$ cat config.mk
export PLATFORM = sky130hd
export DESIGN_NAME = ascii_command_parser_dispatch_flat
export DESIGN_NICKNAME = d
export VERILOG_FILES = /design/src/rtl/acpd_pkg.sv /design/src/rtl/acpd_in_if.sv /design/src/rtl/acpd_out_if.sv /design/src/rtl/ascii_command_parser_dispatch.sv /design/src/rtl/acpd_cmd_match.sv /design/src/flat_wrapper.sv
export SDC_FILE = /design/constraint.sdc
export NUM_CORES = 1
export LEC_CHECK = 0
export BUFFER_PORTS_ARGS = -buffer_cell sky130_fd_sc_hd__buf_2
export CAP_MARGIN = 20
export CORE_MARGIN = 4
export CORE_UTILIZATION = 34
export DETAILED_ROUTE_END_ITERATION = 6
export SETUP_SLACK_MARGIN = 0.15
export SYNTH_ARGS = -nofsm -noshare
export SYNTH_HDL_FRONTEND = slang
export SYNTH_SLANG_ARGS = --single-unit
export TNS_END_PERCENT = 10
$ cat constraint.sdc
create_clock -name i_clk -period 12.6 [get_ports i_clk]
set_input_delay 3.78 -clock i_clk [delete_from_list [all_inputs] [get_ports i_clk]]
set_output_delay 3.78 -clock i_clk [all_outputs]
set_load 0.1 [all_outputs]
$ cat src/rtl/acpd_pkg.sv
`timescale 1ns / 1ps
// Package for the ASCII command parser and dispatcher.
// Holds widths, character codes, the command and mode tables and helper functions.
// It has no dependencies.
package acpd_pkg;

    localparam int CHAR_W      = 8;
    localparam int DATA_W      = 32;
    localparam int GEN_W       = 16;
    localparam int ARG_W_DEF   = 32;
    localparam int NUM_CMDS    = 13;
    localparam int APB_ADDR_W  = 3;
    localparam int APB_DATA_W  = 32;
    localparam int MODE_MAX    = 11;

    localparam logic [DATA_W-1:0] HZ_STEP         = 32'd390;
    localparam logic [GEN_W-1:0]  GEN_PHASE_RESET = 16'h708a;
    localparam logic [DATA_W-1:0] HZERO_RESET     = 32'h0002fec2;
    localparam logic [3:0]        MODE_NUM_RESET  = 4'd8;

    localparam logic [CHAR_W-1:0] CH_LF     = 8'h0a;
    localparam logic [CHAR_W-1:0] CH_QUERY  = 8'h3f;
    localparam logic [CHAR_W-1:0] CH_QUIT   = 8'h21;
    localparam logic [CHAR_W-1:0] CH_SAVE   = 8'h24;
    localparam logic [CHAR_W-1:0] CH_ZERO   = 8'h30;
    localparam logic [CHAR_W-1:0] CH_NINE   = 8'h39;
    localparam logic [CHAR_W-1:0] CH_UP_A   = 8'h41;
    localparam logic [CHAR_W-1:0] CH_UP_Z   = 8'h5a;
    localparam logic [CHAR_W-1:0] CH_LO_A   = 8'h61;
    localparam logic [CHAR_W-1:0] CH_LO_Z   = 8'h7a;
    localparam logic [CHAR_W-1:0] CASE_DIFF = 8'h20;

    // Register indexes on the configuration port.
    localparam logic [0:0] REG_STD_SEL = 1'b0;

    typedef enum logic [1:0] {
        PH_FIRST  = 2'd0,
        PH_SECOND = 2'd1,
        PH_DIGITS = 2'd2
    } t_parse_phase;

    typedef enum logic [3:0] {
        CMD_GS   = 4'd0,
        CMD_GM   = 4'd1,
        CMD_GI   = 4'd2,
        CMD_GJ   = 4'd3,
        CMD_GZ   = 4'd4,
        CMD_GY   = 4'd5,
        CMD_GA   = 4'd6,
        CMD_GF   = 4'd7,
        CMD_GG   = 4'd8,
        CMD_GD   = 4'd9,
        CMD_GE   = 4'd10,
        CMD_SW   = 4'd11,
        CMD_DU   = 4'd12,
        CMD_NONE = 4'd13
    } t_cmd_idx;

    typedef enum logic [2:0] {
        UPD_NONE   = 3'd0,
        UPD_GEN_G  = 3'd1,
        UPD_GEN_M  = 3'd2,
        UPD_GEN_D6 = 3'd3,
        UPD_GEN_D5 = 3'd4,
        UPD_HZ_G   = 3'd5,
        UPD_HZ_M   = 3'd6,
        UPD_MODE   = 3'd7
    } t_upd_reg;

    // Letter pairs in table order, first letter in the upper byte.
    localparam logic [15:0] CMD_TABLE [NUM_CMDS] = '{
        16'h4753, 16'h474d, 16'h4749, 16'h474a, 16'h475a, 16'h4759, 16'h4741,
        16'h4746, 16'h4747, 16'h4744, 16'h4745, 16'h5357, 16'h4455
    };

    function automatic logic [7:0] mode_bits_of(input logic [3:0] num);
        logic [7:0] bits;
        case (num)
            4'd0:    bits = 8'h21;
            4'd1:    bits = 8'h0f;
            4'd2:    bits = 8'h0d;
            4'd3:    bits = 8'h05;
            4'd4:    bits = 8'h05;
            4'd5:    bits = 8'h04;
            4'd6:    bits = 8'h11;
            4'd7:    bits = 8'h01;
            4'd8:    bits = 8'h41;
            4'd9:    bits = 8'h10;
            4'd10:   bits = 8'h40;
            4'd11:   bits = 8'h00;
            default: bits = 8'h00;
        endcase
        return bits;
    endfunction

    function automatic logic is_lower(input logic [CHAR_W-1:0] c);
        return (c >= CH_LO_A) && (c <= CH_LO_Z);
    endfunction

    function automatic logic is_letter_or_query(input logic [CHAR_W-1:0] c);
        return ((c >= CH_UP_A) && (c <= CH_UP_Z)) || is_lower(c) || (c == CH_QUERY);
    endfunction

    function automatic logic [CHAR_W-1:0] fold_upper(input logic [CHAR_W-1:0] c);
        return is_lower(c) ? (c - CASE_DIFF) : c;
    endfunction

endpackage

$ cat src/rtl/acpd_in_if.sv
`timescale 1ns / 1ps
// Input channel of the command parser: one received character per transfer.
// Depends on acpd_pkg for the field widths.
interface acpd_in_if;
    import acpd_pkg::*;

    logic              valid;
    logic              ready;
    logic [CHAR_W-1:0] rx_char;
    logic [DATA_W-1:0] h_input;

    modport source (output valid, output rx_char, output h_input, input ready);
    modport sink   (input valid, input rx_char, input h_input, output ready);
endinterface

$ cat src/rtl/acpd_out_if.sv
`timescale 1ns / 1ps
// Result channel of the command parser: one transfer per completed command.
// Depends on acpd_pkg for the field types and widths.
interface acpd_out_if;
    import acpd_pkg::*;

    logic              valid;
    logic              ready;
    t_cmd_idx          command_index;
    logic [DATA_W-1:0] number_value;
    logic              query_flag;
    logic              quit_flag;
    logic              save_flag;
    t_upd_reg          updated_register;
    logic [DATA_W-1:0] updated_value;
    logic [7:0]        mode_bits;
    logic              mode_error;

    modport source (
        output valid, output command_index, output number_value, output query_flag,
        output quit_flag, output save_flag, output updated_register,
        output updated_value, output mode_bits, output mode_error, input ready
    );
    modport sink (
        input valid, input command_index, input number_value, input query_flag,
        input quit_flag, input save_flag, input updated_register,
        input updated_value, input mode_bits, input mode_error, output ready
    );
endinterface

$ cat src/rtl/ascii_command_parser_dispatch.sv
`timescale 1ns / 1ps
// ASCII command parser and dispatcher: top level.
// Depends on acpd_pkg, acpd_in_if, acpd_out_if and acpd_cmd_match.
//
// Usage:
//   Characters arrive as transfers on the input channel (rx_char with the
//   measured h_input). Two letters pick a command, decimal digits build its
//   argument and a terminator (LF, '?', '!', '$') completes it. A
//   terminator after the two letters yields exactly one transfer on the
//   result channel with the matched command, the argument, the terminator
//   flags and any register update; all other characters yield nothing.
//   An accepted terminator passes through the input register and then the
//   result register. One character is accepted every cycle while results
//   are taken; the rate is set by the combinational decode and update between them.
//   When the receiver stalls, one further character is held in the input
//   register and input ready drops until the waiting result is taken.
//   Reset (synchronous, active low) clears the parser, restores the phase
//   and mode registers to their defaults and sets standard_select to 1.
//   standard_select is at APB byte address 0; writes complete in the access
//   cycle, pready is always high and reads return the register.
module ascii_command_parser_dispatch #(
    parameter int ARG_WIDTH = acpd_pkg::ARG_W_DEF
) (
    input  logic                            i_clk,
    input  logic                            i_rst_n,
    acpd_in_if.sink                         in_ch,
    acpd_out_if.source                      out_ch,
    input  logic                            psel,
    input  logic                            penable,
    input  logic                            pwrite,
    input  logic [acpd_pkg::APB_ADDR_W-1:0] paddr,
    input  logic [acpd_pkg::APB_DATA_W-1:0] pwdata,
    output logic [acpd_pkg::APB_DATA_W-1:0] prdata,
    output logic                            pready
);
    import acpd_pkg::*;

    // Configuration register.
    logic r_std_sel;
    logic reg_hit;

    assign reg_hit = (paddr[APB_ADDR_W-1:2] == REG_STD_SEL);
    assign pready  = 1'b1;
    assign prdata  = reg_hit ? {{(APB_DATA_W-1){1'b0}}, r_std_sel} : '0;

    always_ff @(posedge i_clk) begin
        if (!i_rst_n) begin
            r_std_sel <= 1'b1;
        end else if (psel && penable && pwrite && reg_hit) begin
            r_std_sel <= pwdata[0];
        end
    end

    // Input register.
    logic              r_in_valid;
    logic [CHAR_W-1:0] r_char;
    logic [DATA_W-1:0] r_hin;
    logic              advance;
    logic              item_go;

    assign advance     = !out_ch.valid || out_ch.ready;
    assign in_ch.ready = !r_in_valid || advance;
    assign item_go     = r_in_valid && advance;

    always_ff @(posedge i_clk) begin
        if (!i_rst_n) begin
            r_in_valid <= 1'b0;
        end else if (in_ch.ready) begin
            r_in_valid <= in_ch.valid;
        end
    end

    always_ff @(posedge i_clk) begin
        if (in_ch.valid && in_ch.ready) begin
            r_char <= in_ch.rx_char;
            r_hin  <= in_ch.h_input;
        end
    end

    // Parser and register state.
    t_parse_phase         r_phase, n_phase;
    logic [CHAR_W-1:0]    r_first, n_first;
    logic [CHAR_W-1:0]    r_second, n_second;
    logic [ARG_WIDTH-1:0] r_acc, n_acc;
    logic [GEN_W-1:0]     r_gen [4];
    logic [GEN_W-1:0]     n_gen [4];
    logic [DATA_W-1:0]    r_hz [2];
    logic [DATA_W-1:0]    n_hz [2];
    logic [3:0]           r_mode_num, n_mode_num;
    logic [7:0]           r_mode_bits, n_mode_bits;

    t_cmd_idx          match_idx;
    logic              res_fire;
    t_upd_reg          upd_reg;
    logic [DATA_W-1:0] upd_val;
    logic              merr;
    logic [DATA_W-1:0] arg32;
    logic              is_digit;
    logic              is_term;
    logic              sel;

    acpd_cmd_match u_match (
        .i_first  (r_first),
        .i_second (r_second),
        .o_index  (match_idx)
    );

    assign arg32    = 32'(r_acc);
    assign is_digit = (r_char >= CH_ZERO) && (r_char <= CH_NINE);
    assign is_term  = (r_char == CH_LF) || (r_char == CH_QUERY) ||
                      (r_char == CH_QUIT) || (r_char == CH_SAVE);
    assign sel      = !r_std_sel;

    always_comb begin
        n_phase     = r_phase;
        n_first     = r_first;
        n_second    = r_second;
        n_acc       = r_acc;
        n_gen       = r_gen;
        n_hz        = r_hz;
        n_mode_num  = r_mode_num;
        n_mode_bits = r_mode_bits;
        res_fire    = 1'b0;
        upd_reg     = UPD_NONE;
        upd_val     = '0;
        merr        = 1'b0;
        case (r_phase)
            PH_FIRST: begin
                if (is_letter_or_query(r_char)) begin
                    n_first = fold_upper(r_char);
                    n_phase = PH_SECOND;
                end
            end
            PH_SECOND: begin
                if (is_letter_or_query(r_char)) begin
                    n_second = fold_upper(r_char);
                    n_acc    = '0;
                    n_phase  = PH_DIGITS;
                end
            end
            PH_DIGITS: begin
                if (is_digit) begin
                    n_acc = (r_acc << 3) + (r_acc << 1) +
                            {{(ARG_WIDTH-4){1'b0}}, r_char[3:0]};
                end
                // A terminator is never a digit, so the stored argument is final here.
                if (is_term) begin
                    n_phase  = PH_FIRST;
                    res_fire = 1'b1;
                    case (match_idx)
                        CMD_GM: begin
                            if (r_acc > ARG_WIDTH'(MODE_MAX)) begin
                                merr = 1'b1;
                            end else begin
                                n_mode_num  = r_acc[3:0];
                                n_mode_bits = mode_bits_of(r_acc[3:0]);
                                upd_reg     = UPD_MODE;
                                upd_val     = {28'd0, r_acc[3:0]};
                            end
                        end
                        CMD_GI: begin
                            n_hz[0] = r_hz[0] + HZ_STEP;
                            upd_reg = UPD_HZ_G;
                            upd_val = n_hz[0];
                        end
                        CMD_GJ: begin
                            n_hz[1] = r_hz[1] + HZ_STEP;
                            upd_reg = UPD_HZ_M;
                            upd_val = n_hz[1];
                        end
                        CMD_GZ: begin
                            n_hz[0] = arg32;
                            upd_reg = UPD_HZ_G;
                            upd_val = arg32;
                        end
                        CMD_GY: begin
                            n_hz[1] = arg32;
                            upd_reg = UPD_HZ_M;
                            upd_val = arg32;
                        end
                        CMD_GA: begin
                            n_hz[sel] = r_hin - {16'd0, r_gen[{1'b0, sel}]};
                            upd_reg   = sel ? UPD_HZ_M : UPD_HZ_G;
                            upd_val   = n_hz[sel];
                        end
                        CMD_GF: begin
                            n_gen[0] = arg32[GEN_W-1:0];
                            upd_reg  = UPD_GEN_G;
                            upd_val  = {16'd0, arg32[GEN_W-1:0]};
                        end
                        CMD_GG: begin
                            n_gen[1] = arg32[GEN_W-1:0];
                            upd_reg  = UPD_GEN_M;
                            upd_val  = {16'd0, arg32[GEN_W-1:0]};
                        end
                        CMD_GD: begin
                            n_gen[2] = arg32[GEN_W-1:0];
                            upd_reg  = UPD_GEN_D6;
                            upd_val  = {16'd0, arg32[GEN_W-1:0]};
                        end
                        CMD_GE: begin
                            n_gen[3] = arg32[GEN_W-1:0];
                            upd_reg  = UPD_GEN_D5;
                            upd_val  = {16'd0, arg32[GEN_W-1:0]};
                        end
                        default: begin
                            upd_reg = UPD_NONE;
                        end
                    endcase
                end
            end
            default: begin
                n_phase = PH_FIRST;
            end
        endcase
    end

    always_ff @(posedge i_clk) begin
        if (!i_rst_n) begin
            r_phase     <= PH_FIRST;
            r_first     <= '0;
            r_second    <= '0;
            r_acc       <= '0;
            r_gen[0]    <= GEN_PHASE_RESET;
            r_gen[1]    <= GEN_PHASE_RESET;
            r_gen[2]    <= '0;
            r_gen[3]    <= '0;
            r_hz[0]     <= HZERO_RESET;
            r_hz[1]     <= HZERO_RESET;
            r_mode_num  <= MODE_NUM_RESET;
            r_mode_bits <= '0;
        end else if (item_go) begin
            r_phase     <= n_phase;
            r_first     <= n_first;
            r_second    <= n_second;
            r_acc       <= n_acc;
            r_gen       <= n_gen;
            r_hz        <= n_hz;
            r_mode_num  <= n_mode_num;
            r_mode_bits <= n_mode_bits;
        end
    end

    // Result register: emptied when taken, loaded by a terminator.
    always_ff @(posedge i_clk) begin
        if (!i_rst_n) begin
            out_ch.valid <= 1'b0;
        end else if (advance) begin
            out_ch.valid <= r_in_valid && res_fire;
        end
    end

    always_ff @(posedge i_clk) begin
        if (item_go && res_fire) begin
            out_ch.command_index    <= match_idx;
            out_ch.number_value     <= arg32;
            out_ch.query_flag       <= (r_char == CH_QUERY);
            out_ch.quit_flag        <= (r_char == CH_QUIT);
            out_ch.save_flag        <= (r_char == CH_SAVE);
            out_ch.updated_register <= upd_reg;
            out_ch.updated_value    <= upd_val;
            out_ch.mode_bits        <= n_mode_bits;
            out_ch.mode_error       <= merr;
        end
    end
endmodule

$ cat src/rtl/acpd_cmd_match.sv
`timescale 1ns / 1ps
// Command table lookup: matches the stored letter pair against the command table.
// Depends on acpd_pkg for the table and the index type.
module acpd_cmd_match (
    input  logic [acpd_pkg::CHAR_W-1:0] i_first,
    input  logic [acpd_pkg::CHAR_W-1:0] i_second,
    output acpd_pkg::t_cmd_idx          o_index
);
    import acpd_pkg::*;

    // Walk the table from the end so that the earliest matching entry wins.
    always_comb begin
        o_index = CMD_NONE;
        for (int k = NUM_CMDS - 1; k >= 0; k--) begin
            if (CMD_TABLE[k] == {i_first, i_second}) begin
                o_index = t_cmd_idx'(4'(k));
            end
        end
    end
endmodule

$ cat src/flat_wrapper.sv
// flat-port wrapper written by rule: the top's interface ports become plain ports
module ascii_command_parser_dispatch_flat import acpd_pkg::*;
#(
    parameter int ARG_WIDTH = acpd_pkg::ARG_W_DEF
)
  (i_clk, i_rst_n, psel, penable, pwrite, paddr, pwdata, prdata, pready, in_ch_valid, in_ch_rx_char, in_ch_h_input, in_ch_ready, out_ch_valid, out_ch_command_index, out_ch_number_value, out_ch_query_flag, out_ch_quit_flag, out_ch_save_flag, out_ch_updated_register, out_ch_updated_value, out_ch_mode_bits, out_ch_mode_error, out_ch_ready);
  acpd_in_if in_ch_i ();
  acpd_out_if out_ch_i ();
  input  logic i_clk;
  input  logic i_rst_n;
  input  logic psel;
  input  logic penable;
  input  logic pwrite;
  input  logic [acpd_pkg::APB_ADDR_W-1:0] paddr;
  input  logic [acpd_pkg::APB_DATA_W-1:0] pwdata;
  output logic [acpd_pkg::APB_DATA_W-1:0] prdata;
  output logic pready;
  input wire logic [$bits(in_ch_i.valid)-1:0] in_ch_valid;
  input wire logic [$bits(in_ch_i.rx_char)-1:0] in_ch_rx_char;
  input wire logic [$bits(in_ch_i.h_input)-1:0] in_ch_h_input;
  output wire logic [$bits(in_ch_i.ready)-1:0] in_ch_ready;
  output wire logic [$bits(out_ch_i.valid)-1:0] out_ch_valid;
  output wire logic [$bits(out_ch_i.command_index)-1:0] out_ch_command_index;
  output wire logic [$bits(out_ch_i.number_value)-1:0] out_ch_number_value;
  output wire logic [$bits(out_ch_i.query_flag)-1:0] out_ch_query_flag;
  output wire logic [$bits(out_ch_i.quit_flag)-1:0] out_ch_quit_flag;
  output wire logic [$bits(out_ch_i.save_flag)-1:0] out_ch_save_flag;
  output wire logic [$bits(out_ch_i.updated_register)-1:0] out_ch_updated_register;
  output wire logic [$bits(out_ch_i.updated_value)-1:0] out_ch_updated_value;
  output wire logic [$bits(out_ch_i.mode_bits)-1:0] out_ch_mode_bits;
  output wire logic [$bits(out_ch_i.mode_error)-1:0] out_ch_mode_error;
  input wire logic [$bits(out_ch_i.ready)-1:0] out_ch_ready;
  assign in_ch_i.valid = in_ch_valid;
  assign in_ch_i.rx_char = in_ch_rx_char;
  assign in_ch_i.h_input = in_ch_h_input;
  assign in_ch_ready = in_ch_i.ready;
  assign out_ch_valid = out_ch_i.valid;
  assign out_ch_command_index = out_ch_i.command_index;
  assign out_ch_number_value = out_ch_i.number_value;
  assign out_ch_query_flag = out_ch_i.query_flag;
  assign out_ch_quit_flag = out_ch_i.quit_flag;
  assign out_ch_save_flag = out_ch_i.save_flag;
  assign out_ch_updated_register = out_ch_i.updated_register;
  assign out_ch_updated_value = out_ch_i.updated_value;
  assign out_ch_mode_bits = out_ch_i.mode_bits;
  assign out_ch_mode_error = out_ch_i.mode_error;
  assign out_ch_i.ready = out_ch_ready;
  ascii_command_parser_dispatch #(.ARG_WIDTH(ARG_WIDTH)) u_core (.i_clk(i_clk), .i_rst_n(i_rst_n), .in_ch(in_ch_i), .out_ch(out_ch_i), .psel(psel), .penable(penable), .pwrite(pwrite), .paddr(paddr), .pwdata(pwdata), .prdata(prdata), .pready(pready));
endmodule
Word level (Yosys, flattened, before mapping)
Memories as Yosys holds them, arrays and structs flattened. A register that Yosys moved wholly into a read port is not among the register bits.
Index checks and enable logic that the tools add are counted.
{"block": "totals", "regBits": 312, "mem_bits_ro": 112, "mem_bits_rw": 0, "latch_bits": 0, "out_inout_bits": 118, "n_memories": 1, "inputBits": 82, "wordCells": 166}
{"memory": "(name not given)", "depth": 16, "width": 7, "read_ports": 1, "rd_ports_with_merged_regs": 1, "wr": 0, "line_no": "acpd_pkg.sv:78", "rtl": "case (num)"}
{"block": "op_classes", "mul": 0, "n_div": 0, "magnitude_cmp": 10, "addsub": 6, "n_mux": 47, "shifts": 0, "eq_ne": 33, "n_reduce_logical": 41, "bitwise": 3}
{"operator": "equality test 15 x 16 -> 1 bit, first input constant", "n": 13}
{"operator": "two-way mux 32 bit", "n": 6}
{"operator": "one-hot mux 32 bit (3 select lines)", "n": 2}
{"operator": "one-hot mux 32 bit (6 select lines)", "n": 1}
{"operator": "adder 32 x 9 -> 32 bit, second input constant", "n": 2}
{"operator": "bitwise mux 64 bit", "n": 1}
{"operator": "one-hot mux 32 bit (2 select lines)", "n": 1}
{"operator": "two-way mux 4 bit", "n": 15}
{"operator": "two-way mux 8 bit", "n": 5}
{"operator": "adder 32 bit", "n": 1}
{"operator": "adder 32 x 4 -> 32 bit", "n": 1}
{"operator": "binary-select mux 16 bit (select 2 bit)", "n": 1}
{"operator": "demux 32 bit (select 1 bit)", "n": 1}
{"operator": "> comparator 32 x 4 -> 1 bit, second input constant", "n": 1}
{"operator": "two-way mux 16 bit", "n": 2}
{"operator": "AND reduction 4 bit", "n": 8}
{"operator": "subtractor 32 x 16 -> 32 bit", "n": 1}
{"operator": "equality test 8 x 6 -> 1 bit, second input constant", "n": 3}
{"operator": "one-hot mux 3 bit (8 select lines)", "n": 1}
{"operator": "equality test 4 x 3 -> 1 bit, second input constant", "n": 4}
{"operator": ">= comparator 8 x 7 -> 1 bit, second input constant", "n": 2}
{"operator": "less-or-equal comparator 8 x 7 -> 1 bit, second input constant", "n": 2}
{"operator": "equality test 4 bit, second input constant", "n": 3}
{"operator": "logical AND 1 bit", "n": 11}
{"operator": "28 further kinds", "n": 52}

Depth between registers and ports, before layout
Gate-level depths: netlist of run 1.
{"block": "depth", "word_depth": 18, "depth_mapped": 15, "depth_no_buf": 14}

By module
A second synthesis of run 1 with hierarchy kept.
{"block": "unflattened", "hier_cells": 1863, "area_unflattened_um2": 17022.6}
{"module": "ascii_command_parser_dispatch", "area_per_inst_um2": 16716.0, "cells_per_inst": 1822, "instances": 1, "seq_area_each_um2": 6976.7}
{"module": "acpd_cmd_match", "area_per_inst_um2": 306.5, "cells_per_inst": 41, "instances": 1, "seq_area_each_um2": 0.0}

Least setup slack after synthesis of run 1
No wires, ideal clock.
{"block": "synth_path", "path_kind": "input port to output port", "startpoint": "input port paddr[2] in the netlist's numbering", "endpoint": "output port prdata[0] in the netlist's numbering", "t_required_ns": 8.820, "cell_stages": 1, "path_slack_ns": 3.789, "n_path_buf": 0, "arrival_ns": 5.031, "cell_sequence": "nor2_1"}
{"block": "synth_via", "elab_chain_len": 1}
{"item": "start, declared", "line_no": "flat_wrapper.sv:14", "rtl": "input logic [acpd_pkg::APB_ADDR_W-1:0] paddr;"}
{"item": "two-way mux 1 bit", "line_no": "ascii_command_parser_dispatch.sv:44", "rtl": "assign prdata = reg_hit ? {{(APB_DATA_W-1){1'b0}}, r_std_sel} : '0;"}
{"item": "end, declared", "line_no": "flat_wrapper.sv:16", "rtl": "output logic [acpd_pkg::APB_DATA_W-1:0] prdata;"}
No other way between the ends.

Final worst setup path of run 1
{"block": "layout_path", "startpoint": "input port out_ch_ready", "endpoint": "output port in_ch_ready"}
{"block": "layout_via", "elab_chain_len": 2}
{"item": "start, declared", "line_no": "flat_wrapper.sv:32", "rtl": "input wire logic [$bits(out_ch_i.ready)-1:0] out_ch_ready;"}
{"item": "logical OR 1 bit", "line_no": "ascii_command_parser_dispatch.sv:61", "rtl": "assign advance = !out_ch.valid || out_ch.ready;"}
{"item": "logical OR 1 bit", "line_no": "ascii_command_parser_dispatch.sv:62", "rtl": "assign in_ch.ready = !r_in_valid || advance;"}
{"item": "end, declared", "line_no": "flat_wrapper.sv:21", "rtl": "output wire logic [$bits(in_ch_i.ready)-1:0] in_ch_ready;"}
No other way between the ends.

==> reports/results.tsv, run 1 <==
stage	metric	value	unit
global_routing	grt_pass1_vias	14400	
detailed_routing	ant_nets	0	
placed_design	post-dp-hpwl	37900	um
yosys	ys_warn_count	0	
placed_design	gp_congestion	0.916	
floorplan	core_area	50000	um^2
sta	hold_viol	0	
job	maxCapViolations	0	
detailed_routing	dr.pass1.iters	6	
sta	hold_ws	445	ps
detailed_routing	wl_per_cell	20.4	um
worst_setup_path	startpoint_type	input port	
clocking	cts_tree	built	
layout	fill_cells	5054	
detailed_routing	vias_per_cell	5.54	
pwr	power.density	111	nW/um^2
clocking	clockRootBuffer	clkbuf_16	
clocking	ctsHoldBuffers	0	
worst_setup_path	end_kind	output port	
floorplan	die-area	54100	um^2
yosys	ys_seq_elements	287	
yosys	ys_types	104	
worst_setup_path	crit_path_max_fanout	4	
clocking	cts.sinks	287	
yosys	synth_cells	1875	
layout	area_delta_synth_final	13.5	%
clocking	htreeDepth	2	
clocking	clk_pin_slew	60	ps
yosys	synth_edf_count	123	
sta	period_needed	8260	ps
floorplan	dieWidth	233	um
detailed_routing	drt_iter0_markers	1286	
global_routing	grt_usage	0.197	
sta	rsz0062_at_grt	no	
worst_setup_path	worst-setup-path-type	in2out	
detailed_routing	drcViolationCount	0	
clocking	cts_setup_buffers	0	
pwr	vdd_drop_max	0.0000756	V
hold_path	hp-class	reg2reg	
layout	final_nets	2147	
floorplan	start_util	0.343	
placed_design	dp.cells	2609	
layout	post-route-util	0.389	
sta	tightestPinTransition	1120	ps
worst_setup_path	required	8820	ps
clocking	cts_buffers	35	
clocking	clock_path_buffers	3	
layout	layout-drive-gt1-share	0.135	
pwr	leakage	0.00747	uW
floorplan	rows	82	
floorplan	top_level_ports	200	
clocking	clkLatencyLatePin	560	ps
placed_design	portBuffers	134	
sta	fin_ws	4340	ps
sta	skew	18.7	ps
detailed_routing	vias	14800	
global_routing	grt_pass1_wl	83800	um
sta	min_period_over_period	0.655	
sta	fin_tns_setup	0	ps
floorplan	die_h	233	um
sta	final_max_slew_viol_count	0	
yosys	ys_seq_area_frac	0.407	
layout	multiInputGateArea	9490	um^2
layout	instances_no_fill	2674	
placed_design	pre_cts_ws	4340	ps
layout	seq_area	6980	um^2
sta	fmax	0.121	GHz
global_routing	grt_max_degree	76	
yosys	async_flop_share	0	
yosys	synthesis.area	17100	um^2
global_routing	grt_overflow	0	
outcome	outcome	finished clean	
sta	slew-limit-headroom	0.252	
yosys	avgSynthCellArea	9.15	um^2
clocking	ctsResizeCount	0	
layout	diodes	0	
global_routing	antenna_found_initial	1	
detailed_routing	wl	54500	um
yosys	synth-main-ff-cell	dfxtp_1	
sta	finalSetupViolCount	0	
worst_setup_path	arrival	4480	ps
-- final cells by class --
type	instances	area share
clock buffer	45	0.0496
clock inverter	19	0.00977
inverter	47	0.00919
multi-input combinational	1453	0.488
sequential	287	0.359
tap	672	0.0432
timing repair buffer	151	0.0418
-- registers in the layout, summed over array words and instances (netlist names), 2 cells and up, named ones only --
signal / flops
u_core.out_ch.mode_bits: 8
u_core.out_ch.number_value: 32
u_core.out_ch.updated_value: 32
u_core.r_second: 8
u_core.r_char: 8
u_core.out_ch.command_index: 4
u_core.arg32: 32
u_core.r_mode_bits: 8
u_core.r_hin: 32
u_core.r_hz: 64
u_core.r_gen: 32
u_core.r_phase: 2
u_core.r_first: 8
u_core.out_ch.updated_register: 3
-- cell usage after synthesis (5+ instances only) --
cell type	instances	share of area
a221oi_1	34	0.017
and3_1	21	0.0077
nor2_1	138	0.030
nor4_1	12	0.0044
o211ai_1	15	0.0066
a21boi_0	41	0.018
or2_2	5	0.0018
xnor2_1	66	0.034
o21a_1	11	0.0048
mux2_2	10	0.0066
buf_2	22	0.0064
a211oi_1	7	0.0031
xor2_1	41	0.021
nor3_1	22	0.0064
nor2b_1	53	0.019
a31oi_1	13	0.0047
a221oi_2	6	0.0053
edfxtp_1	123	0.22
dfxtp_1	164	0.19
nand4_1	24	0.0088
nor3b_1	5	0.0022
ha_1	87	0.063
nor2_2	6	0.0022
o22ai_1	15	0.0055
and2_1	22	0.0080
o21ai_1	29	0.0085
a21oi_1	119	0.035
a21o_1	25	0.011
clkbuf_1	53	0.012
nand2_1	230	0.050
buf_4	34	0.015
mux2i_1	53	0.031
nand3_1	58	0.017
o21ai_0	107	0.031
a22oi_1	14	0.0061
inv_1	46	0.010
nand2b_1	12	0.0044
a222oi_1	8	0.0047
nand4b_1	8	0.0041
-- cells in the final DEF (no fill, tap or decap), types with 24 or more instances in the layout --
master | netlist | final
nand3_1 | 58 | 58
clkbuf_16 | 0 | 36
inv_1 | 46 | 46
ha_1 | 87 | 87
a21boi_0 | 41 | 41
nor2b_1 | 53 | 53
a221oi_1 | 34 | 34
dfxtp_1 | 164 | 164
o21ai_0 | 107 | 107
conb_1 | 2 | 32
buf_2 | 22 | 133
nor2_1 | 138 | 136
edfxtp_1 | 123 | 123
o21ai_1 | 29 | 29
mux2i_1 | 53 | 53
a21o_1 | 25 | 25
xor2_1 | 41 | 41
xnor2_1 | 66 | 66
a21oi_1 | 119 | 119
nand2_1 | 230 | 230
nand4_1 | 24 | 24
-- where the power goes --
| group | internal (uW) | switching (uW) | total [uW] |
|---|---|---|---|
| logic | 36.7 | 105 | 141 |
| clock network | 592 | 436 | 1030 |
| registers | 977 | 14.0 | 992 |
-- per-layer routing --
metal	up-vias	wire length, um	share of wire	track usage
li1	6992	-	-	-
met1	7110	23700	0.43	0.261
met2	585	24700	0.45	0.316
met3	119	4050	0.074	0.0386
met4	2	2140	0.039	0.0807
met5	-	7	0.00013	0
-- kinds of logic (layout without fill, tap and decap cells) --
family / Yosys count / in the layout / share of synthesized area
AND/OR/NAND/NOR: 660 / 660 / 0.193
AO/OA/AOI/OAI: 500 / 500 / 0.193
multiplexers: 64 / 64 / 0.0384
adder cells (fa/ha/maj): 90 / 90 / 0.0670
other: 2 / 32 / 0.000438
flip-flops: 287 / 287 / 0.407
XOR/XNOR: 107 / 107 / 0.0547
buffers and inverters: 165 / 262 / 0.0467
-- critical path, cell delays in order --
cell and delay, ps:
buf_2 100, nor2b_1 210, nand2_1 100, buf_2 300
-- metrics by stage --
step | power [uW] | cell area [um^2]
after floorplan | 1120 | 17300
after global placement | 1150 | 18300
after detailed placement | 1150 | 18300
after CTS | 2190 | 19400
after global routing | 2230 | 19500
final | 2160 | 19500
-- worst paths after layout --
kind | start | endpoint | depth (start not counted) | slack (ps)
setup / recovery | out_ch_ready | in_ch_ready | 4 | 4340
hold / removal | u_core.r_mode_bits[7]$_SDFFE_PN0P_ | u_core.r_mode_bits[7]$_SDFFE_PN0P_ | 2 | 440
setup reg to reg | u_core.r_std_sel$_SDFFE_PN1P_ | u_core.out_ch.updated_value[22]$_SDFFCE_PN0P_ | 14 | 8370
hold reg to reg | u_core.r_mode_bits[7]$_SDFFE_PN0P_ | u_core.r_mode_bits[7]$_SDFFE_PN0P_ | 2 | 440
Power figures use the tool's default switching activity.
==> inputs of run 2 (changes only) <==
==> constraint.sdc (replaced) <==
create_clock -name i_clk -period 6.7 [get_ports i_clk]
set_input_delay 2.01 -clock i_clk [delete_from_list [all_inputs] [get_ports i_clk]]
set_output_delay 2.01 -clock i_clk [all_outputs]
set_load 0.1 [all_outputs]
==> run 2 against run 1 <==
Net effect: the run now ends with design-rule violations left; final cell count unchanged; total power rose by 92%; routed wire length fell by 1.3%; setup slack worse by 2400 ps; non-clock buffer count fell by 1; via count is 0.84% lower; die area stayed put; clock power grew 96%; clock-buffer cell count down 5; sequential share of layout area down 0.094 points; sequential power up 89%.
==> reports/results.tsv, run 2 (synthesis gave the netlist of run 1 again) <==
stage	metric	value	unit	change
outcome	outcome	finished with violations		was finished clean
outcome	violations	design-rule violations		
clocking	clk_pin_slew	60	ps	about the same
detailed_routing	wl	53800	um	was 54,500 um
global_routing	grt_usage	0.194		was 0.197
sta	tightestPinTransition	1140	ps	was 1120 ps
clocking	clock_path_buffers	3		unchanged
floorplan	start_util	0.343		unchanged
worst_setup_path	required	4690	ps	was 8820 ps
layout	layout-drive-gt1-share	0.135		about the same
detailed_routing	vias_per_cell	5.49		was 5.54
placed_design	post-dp-hpwl	37800	um	was 37,900 um
floorplan	dieWidth	233	um	unchanged
layout	final_nets	2147		unchanged
worst_setup_path	arrival	2720	ps	was 4480 ps
detailed_routing	wl_per_cell	20.1	um	was 20.4 um
sta	hold_ws	438	ps	was 445 ps
detailed_routing	vias	14700		was 14.8k
detailed_routing	drcViolationCount	1		was 0
placed_design	portBuffers	134		unchanged
layout	final_common_cell	nand2_1		unchanged
layout	area_delta_synth_final	13.8	%	was 13.5%
sta	rsz0062_at_grt	no		unchanged
global_routing	grt_pass1_vias	14000		was 14.4k
layout	most-common-layout-cells	nand2_1, dfxtp_1, nor2_1		unchanged
clocking	ctsResizeCount	0		unchanged
worst_setup_path	worst-setup-path-type	in2out		unchanged
global_routing	grt_pass1_wl	82700	um	was 83,800 um
layout	seq_area	6980	um^2	unchanged
clocking	cts.sinks	287		unchanged
sta	period_needed	4730	ps	
sta	finalSetupViolCount	0		unchanged
layout	fill_cells	4987		was 5,054
job	maxCapViolations	0		unchanged
pwr	leakage	0.00749	uW	was 0.00747 uW
sta	hold_viol	0		unchanged
clocking	cts_buffers	36		was 35
sta	min_period_over_period	0.706		
layout	multiInputGateArea	9500	um^2	was 9490 um^2
floorplan	core_area	50000	um^2	unchanged
global_routing	antenna_found_initial	0		was 1
placed_design	gp_congestion	0.911		was 0.916
layout	largest_register_ffs	64		unchanged
sta	skew	29.8	ps	was 18.7 ps
detailed_routing	drt_iter0_markers	1237		was 1,286
global_routing	grt_max_degree	73		was 76
layout	diodes	0		unchanged
clocking	cts_setup_buffers	0		unchanged
detailed_routing	dr.pass1.iters	7		was 6
clocking	htreeDepth	2		unchanged
clocking	clockRootBuffer	clkbuf_16		unchanged
global_routing	grt_overflow	0		unchanged
sta	fmax	0.211	GHz	
clocking	clkLatencyLatePin	560	ps	about the same
pwr	power.density	213	nW/um^2	was 111 nW/um^2
clocking	ctsHoldBuffers	0		unchanged
floorplan	die-area	54100	um^2	unchanged
worst_setup_path	end_kind	output port		unchanged
sta	slew-limit-headroom	0.240		was 0.252
floorplan	rows	82		unchanged
layout	regMostFlops	u_core.r_hz		unchanged
floorplan	die_h	233	um	unchanged
floorplan	top_level_ports	200		unchanged
sta	final_max_slew_viol_count	0		unchanged
sta	fin_tns_setup	0	ps	unchanged
pwr	vdd_drop_max	0.000118	V	was 0.0000756 V
worst_setup_path	startpoint_type	input port		unchanged
detailed_routing	ant_nets	0		unchanged
worst_setup_path	crit_path_max_fanout	4		unchanged
hold_path	hp-class	reg2reg		unchanged
clocking	cts_tree	built		unchanged
==> run 2: changes by cell type in the layout (fill, tap and decap cells not counted), sizes merged <==
cell / change
bufinv: +4
inv: -2
clkinv: +5
clkinvlp: -1
buf: -1
clkbuf: -5
==> run 2: metrics by stage <==
step / cell area (um^2) / total power, uW / setup WS, ps / cells / utilization
final: 19500 / 4150 / 1970 / 2674 / 0.390
after global routing: 19500 / 4290 / 1870 / 2674 / 0.390
after CTS: 19500 / 4190 / 1920 / 2674 / 0.390
after detailed placement: 18300 / 2160 / 1490 / 2609 / 0.366
after global placement: 18300 / 2160 / 1560 / 2609 / 0.366
after floorplan: 17300 / 2110 / 1430 / 1905 / -
==> run 2: layer usage <==
| metal | global-route usage | share of wire |
|---|---|---|
| met5 | 0 | 0 |
| met4 | 0.0880 | 0.047 |
| met3 | 0.0317 | 0.079 |
| met2 | 0.306 | 0.44 |
| met1 | 0.262 | 0.43 |
==> run 2: power by group <==
| group | switching, uW | internal, uW | total (uW) | leakage (uW) |
|---|---|---|---|---|
| combinational | 194 | 67.8 | 262 | 0.00463 |
| clock | 790 | 1230 | 2020 | 0.000586 |
| sequential | 27.2 | 1840 | 1870 | 0.00228 |
==> run 2: area by class of cell <==
type | instances | share of cell area
Clock buffer | 40 | 0.0469
Clock inverter | 25 | 0.0158
Inverter | 47 | 0.00917
Multi-Input combinational cell | 1453 | 0.487
Sequential cell | 287 | 0.358
Tap cell | 672 | 0.0431
Timing Repair Buffer | 150 | 0.0407
==> run 2: final timing paths <==
check,startpoint,endpoint,slack (ps),depth (start not counted)
max,out_ch_ready,in_ch_ready,1970,4
min,u_core.r_mode_bits[7]$_SDFFE_PN0P_,u_core.r_mode_bits[7]$_SDFFE_PN0P_,440,2
max reg2reg,u_core.r_std_sel$_SDFFE_PN1P_,u_core.out_ch.updated_value[31]$_SDFFCE_PN0P_,2050,12
min reg2reg,u_core.r_mode_bits[7]$_SDFFE_PN0P_,u_core.r_mode_bits[7]$_SDFFE_PN0P_,440,2
==> run 2: critical path: stages <==
cell and delay (ps):
buf_2 100, nor2b_1 220, nand2_1 100, buf_2 300
==> inputs of run 3 (changes only) <==
==> constraint.sdc (replaced) <==
create_clock -name i_clk -period 4.8 [get_ports i_clk]
set_input_delay 1.44 -clock i_clk [delete_from_list [all_inputs] [get_ports i_clk]]
set_output_delay 1.44 -clock i_clk [all_outputs]
set_load 0.1 [all_outputs]
==> run 3 against run 2 <==
Net effect: the run now ends clean; clock-buffer cell count fell by 3; via count rose by 0.53%; sequential share of layout area fell by 0.11 points; setup slack got worse by 1200 ps; largest power group unchanged; total power rose by 36%; clock skew fell by 16 ps; global-route usage rose by 0.23 points; final cell count rose by 0.52%; first-iteration DRC count rose by 8.1%; sequential cell count did not move; register-to-register slack got worse by 1300 ps; non-clock buffer count rose by 18.
==> reports/results.tsv, run 3 (synthesis gave the netlist of run 1 again) <==
stage	metric	value	unit	change
outcome	outcome	finished clean		was finished with violations
sta	fin_tns_setup	0	ps	unchanged
clocking	clockRootBuffer	clkbuf_16		unchanged
detailed_routing	vias_per_cell	5.49		about the same
detailed_routing	ant_nets	0		unchanged
floorplan	start_util	0.343		unchanged
placed_design	dp.cells	2627		was 2,609
worst_setup_path	crit_top_cell	a21o_1		was buf_2
pwr	power.density	289	nW/um^2	was 213 nW/um^2
placed_design	post-dp-hpwl	38700	um	was 37,800 um
job	maxCapViolations	0		unchanged
hold_path	hp-class	reg2reg		unchanged
clocking	cts_setup_buffers	0		unchanged
worst_setup_path	crit_path_max_fanout	14		was 4
worst_setup_path	arrival	4340	ps	was 2720 ps
layout	largest_register_ffs	64		unchanged
clocking	clkLatencyLatePin	540	ps	was 560 ps
floorplan	die-area	54100	um^2	unchanged
hold_path	min_to	u_core.out_ch.number_value[3]$_DFFE_PP_		was u_core.r_mode_bits[7]$_SDFFE_PN0P_
clocking	ctsResizeCount	0		unchanged
hold_path	min_path_cells	0		was 2
sta	finalSetupViolCount	0		unchanged
sta	slew-limit-headroom	0.265		was 0.240
layout	multiInputGateArea	9490	um^2	was 9500 um^2
detailed_routing	drcViolationCount	0		was 1
sta	period_needed	4070	ps	
hold_path	hold_start	u_core.arg32[3]$_SDFFE_PN0P_		was u_core.r_mode_bits[7]$_SDFFE_PN0P_
sta	fmax	0.246	GHz	
detailed_routing	dr.pass1.iters	7		unchanged
worst_setup_path	worst-setup-path-type	reg2reg		was in2out
worst_setup_path	reg2reg_depth	12		unchanged
pwr	vdd_drop_max	0.000195	V	was 0.000118 V
sta	skew	13.9	ps	was 29.8 ps
clocking	cts_tree	built		unchanged
global_routing	grt_max_degree	62		was 73
global_routing	grt_usage	0.196		was 0.194
clocking	cts_buffers	34		was 36
layout	layout-drive-gt1-share	0.142		was 0.135
global_routing	grt_pass1_vias	14300		was 14.0k
placed_design	gp_congestion	0.915		was 0.911
layout	regMostFlops	u_core.r_hz		unchanged
global_routing	grt_pass1_wl	83000	um	was 82,700 um
worst_setup_path	required	5070	ps	was 4690 ps
worst_setup_path	cp_slowest_stage_delay	520	ps	was 300 ps
clocking	htreeDepth	2		unchanged
worst_setup_path	r2r_setup_slack	730	ps	was 2050 ps
layout	final_common_cell	nand2_1		unchanged
layout	most-common-layout-cells	nand2_1, dfxtp_1, nor2_1		unchanged
layout	seq_area	6980	um^2	unchanged
detailed_routing	wl	54200	um	was 53,800 um
worst_setup_path	cpMaxStageDelayCell	xor2_1		was buf_2
worst_setup_path	startpoint_type	register		was input port
floorplan	rows	82		unchanged
layout	fill_cells	4977		was 4,987
detailed_routing	drt_iter0_markers	1337		was 1,237
sta	rsz0062_at_grt	no		unchanged
worst_setup_path	worstPathCellList	buf_4 > mux2i_1 > ha_1 > a21o_1 > a21o_1 > a21oi_1 > o211ai_1 > nand2_1 > o21ai_0 > xor2_1 > o2111a_1 > nor2_1		was buf_2 > nor2b_1 > nand2_1 > buf_2
clocking	cts.sinks	287		unchanged
clocking	ctsHoldBuffers	0		unchanged
detailed_routing	vias	14800		was 14.7k
clocking	clk_pin_slew	60	ps	about the same
global_routing	antenna_found_initial	0		unchanged
layout	instances_no_fill	2688		was 2,674
placed_design	portBuffers	134		unchanged
layout	final_nets	2163		was 2,147
sta	min_period_over_period	0.848		
detailed_routing	wl_per_cell	20.2	um	was 20.1 um
pwr	leakage	0.00756	uW	was 0.00749 uW
worst_setup_path	r2r_end	u_core.out_ch.updated_value[31]$_SDFFCE_PN0P_		unchanged
sta	tightestPinTransition	1100	ps	was 1140 ps
floorplan	core_area	50000	um^2	unchanged
worst_setup_path	reg2reg_from	u_core.r_std_sel$_SDFFE_PN1P_		unchanged
pwr	p_total	5650	uW	was 4150 uW
clocking	clock_path_buffers	3		unchanged
sta	hold_viol	0		unchanged
sta	final_max_slew_viol_count	0		unchanged
floorplan	dieWidth	233	um	unchanged
layout	area_delta_synth_final	14.1	%	was 13.8%
worst_setup_path	end_kind	register		was output port
layout	diodes	0		unchanged
floorplan	top_level_ports	200		unchanged
floorplan	die_h	233	um	unchanged
global_routing	grt_overflow	0		unchanged
[run 3: cell types whose count changed in the layout (fill, tap and decap cells not counted), moves of 2 or more]
| cell | change |
|---|---|
| clkbuf_1 | -3 |
| clkinvlp_4 | -2 |
| buf_4 | +18 |
| clkinv_2 | +5 |
[run 3: stage by stage]
stage | worst slack [ps] | hold slack, ps | area (um^2) | utilization
after floorplan | 669 | 406 | 17300 | -
after global placement | 657 | 418 | 18400 | 0.369
after detailed placement | 625 | 415 | 18400 | 0.369
after CTS | 803 | 428 | 19600 | 0.392
after global routing | 481 | 452 | 19600 | 0.392
final | 730 | 427 | 19600 | 0.392
[run 3: power by group]
part / switching, uW / total (uW) / leakage [uW] / internal [uW]
Clock: 1060 / 2680 / 0.000567 / 1620
Combinational: 273 / 369 / 0.00471 / 95.4
Sequential: 36.0 / 2600 / 0.00228 / 2570
[run 3: area by class of cell]
| cell class | count | area share |
|---|---|---|
| clock inverter | 24 | 0.0130 |
| inverter | 47 | 0.00914 |
| timing repair buffer | 168 | 0.0474 |
| multi-input combinational | 1453 | 0.485 |
| clock buffer | 37 | 0.0457 |
| sequential | 287 | 0.357 |
| tap | 672 | 0.0430 |
[run 3: layer usage]
layer / wire, um / track usage / share of wire / vias to the layer above
li1: - / - / - / 7013
met1: 23300 / 0.260 / 0.43 / 6999
met2: 24100 / 0.309 / 0.44 / 605
met3: 3920 / 0.0320 / 0.072 / 145
met4: 2970 / 0.103 / 0.055 / 0
met5: 0 / 0 / 0 / -
[run 3: critical path, delay by kind of cell (launching register included)]
kind / cells / cell delay, ps
flops: 1 / 360
buf+inv: 1 / 290
mux: 1 / 240
fa+ha+maj: 1 / 330
compound gates: 6 / 1630
simple gates: 2 / 410
xor+xnor: 1 / 520
[run 3: worst max path at each step]
stage / from / end / depth (start not counted)
6_report: u_core.r_std_sel$_SDFFE_PN1P_ / u_core.out_ch.updated_value[31]$_SDFFCE_PN0P_ / 12
5_1_grt: u_core.r_std_sel$_SDFFE_PN1P_ / u_core.out_ch.updated_value[22]$_SDFFCE_PN0P_ / 14
4_1_cts: u_core.r_std_sel$_SDFFE_PN1P_ / u_core.out_ch.updated_value[22]$_SDFFCE_PN0P_ / 14
3_5_place_dp: out_ch_ready / u_core.r_hz[24]$_SDFFE_PN0P_ / 10
3_3_place_gp: out_ch_ready / u_core.r_hz[24]$_SDFFE_PN0P_ / 10
2_1_floorplan: paddr[2] / prdata[0] / 1
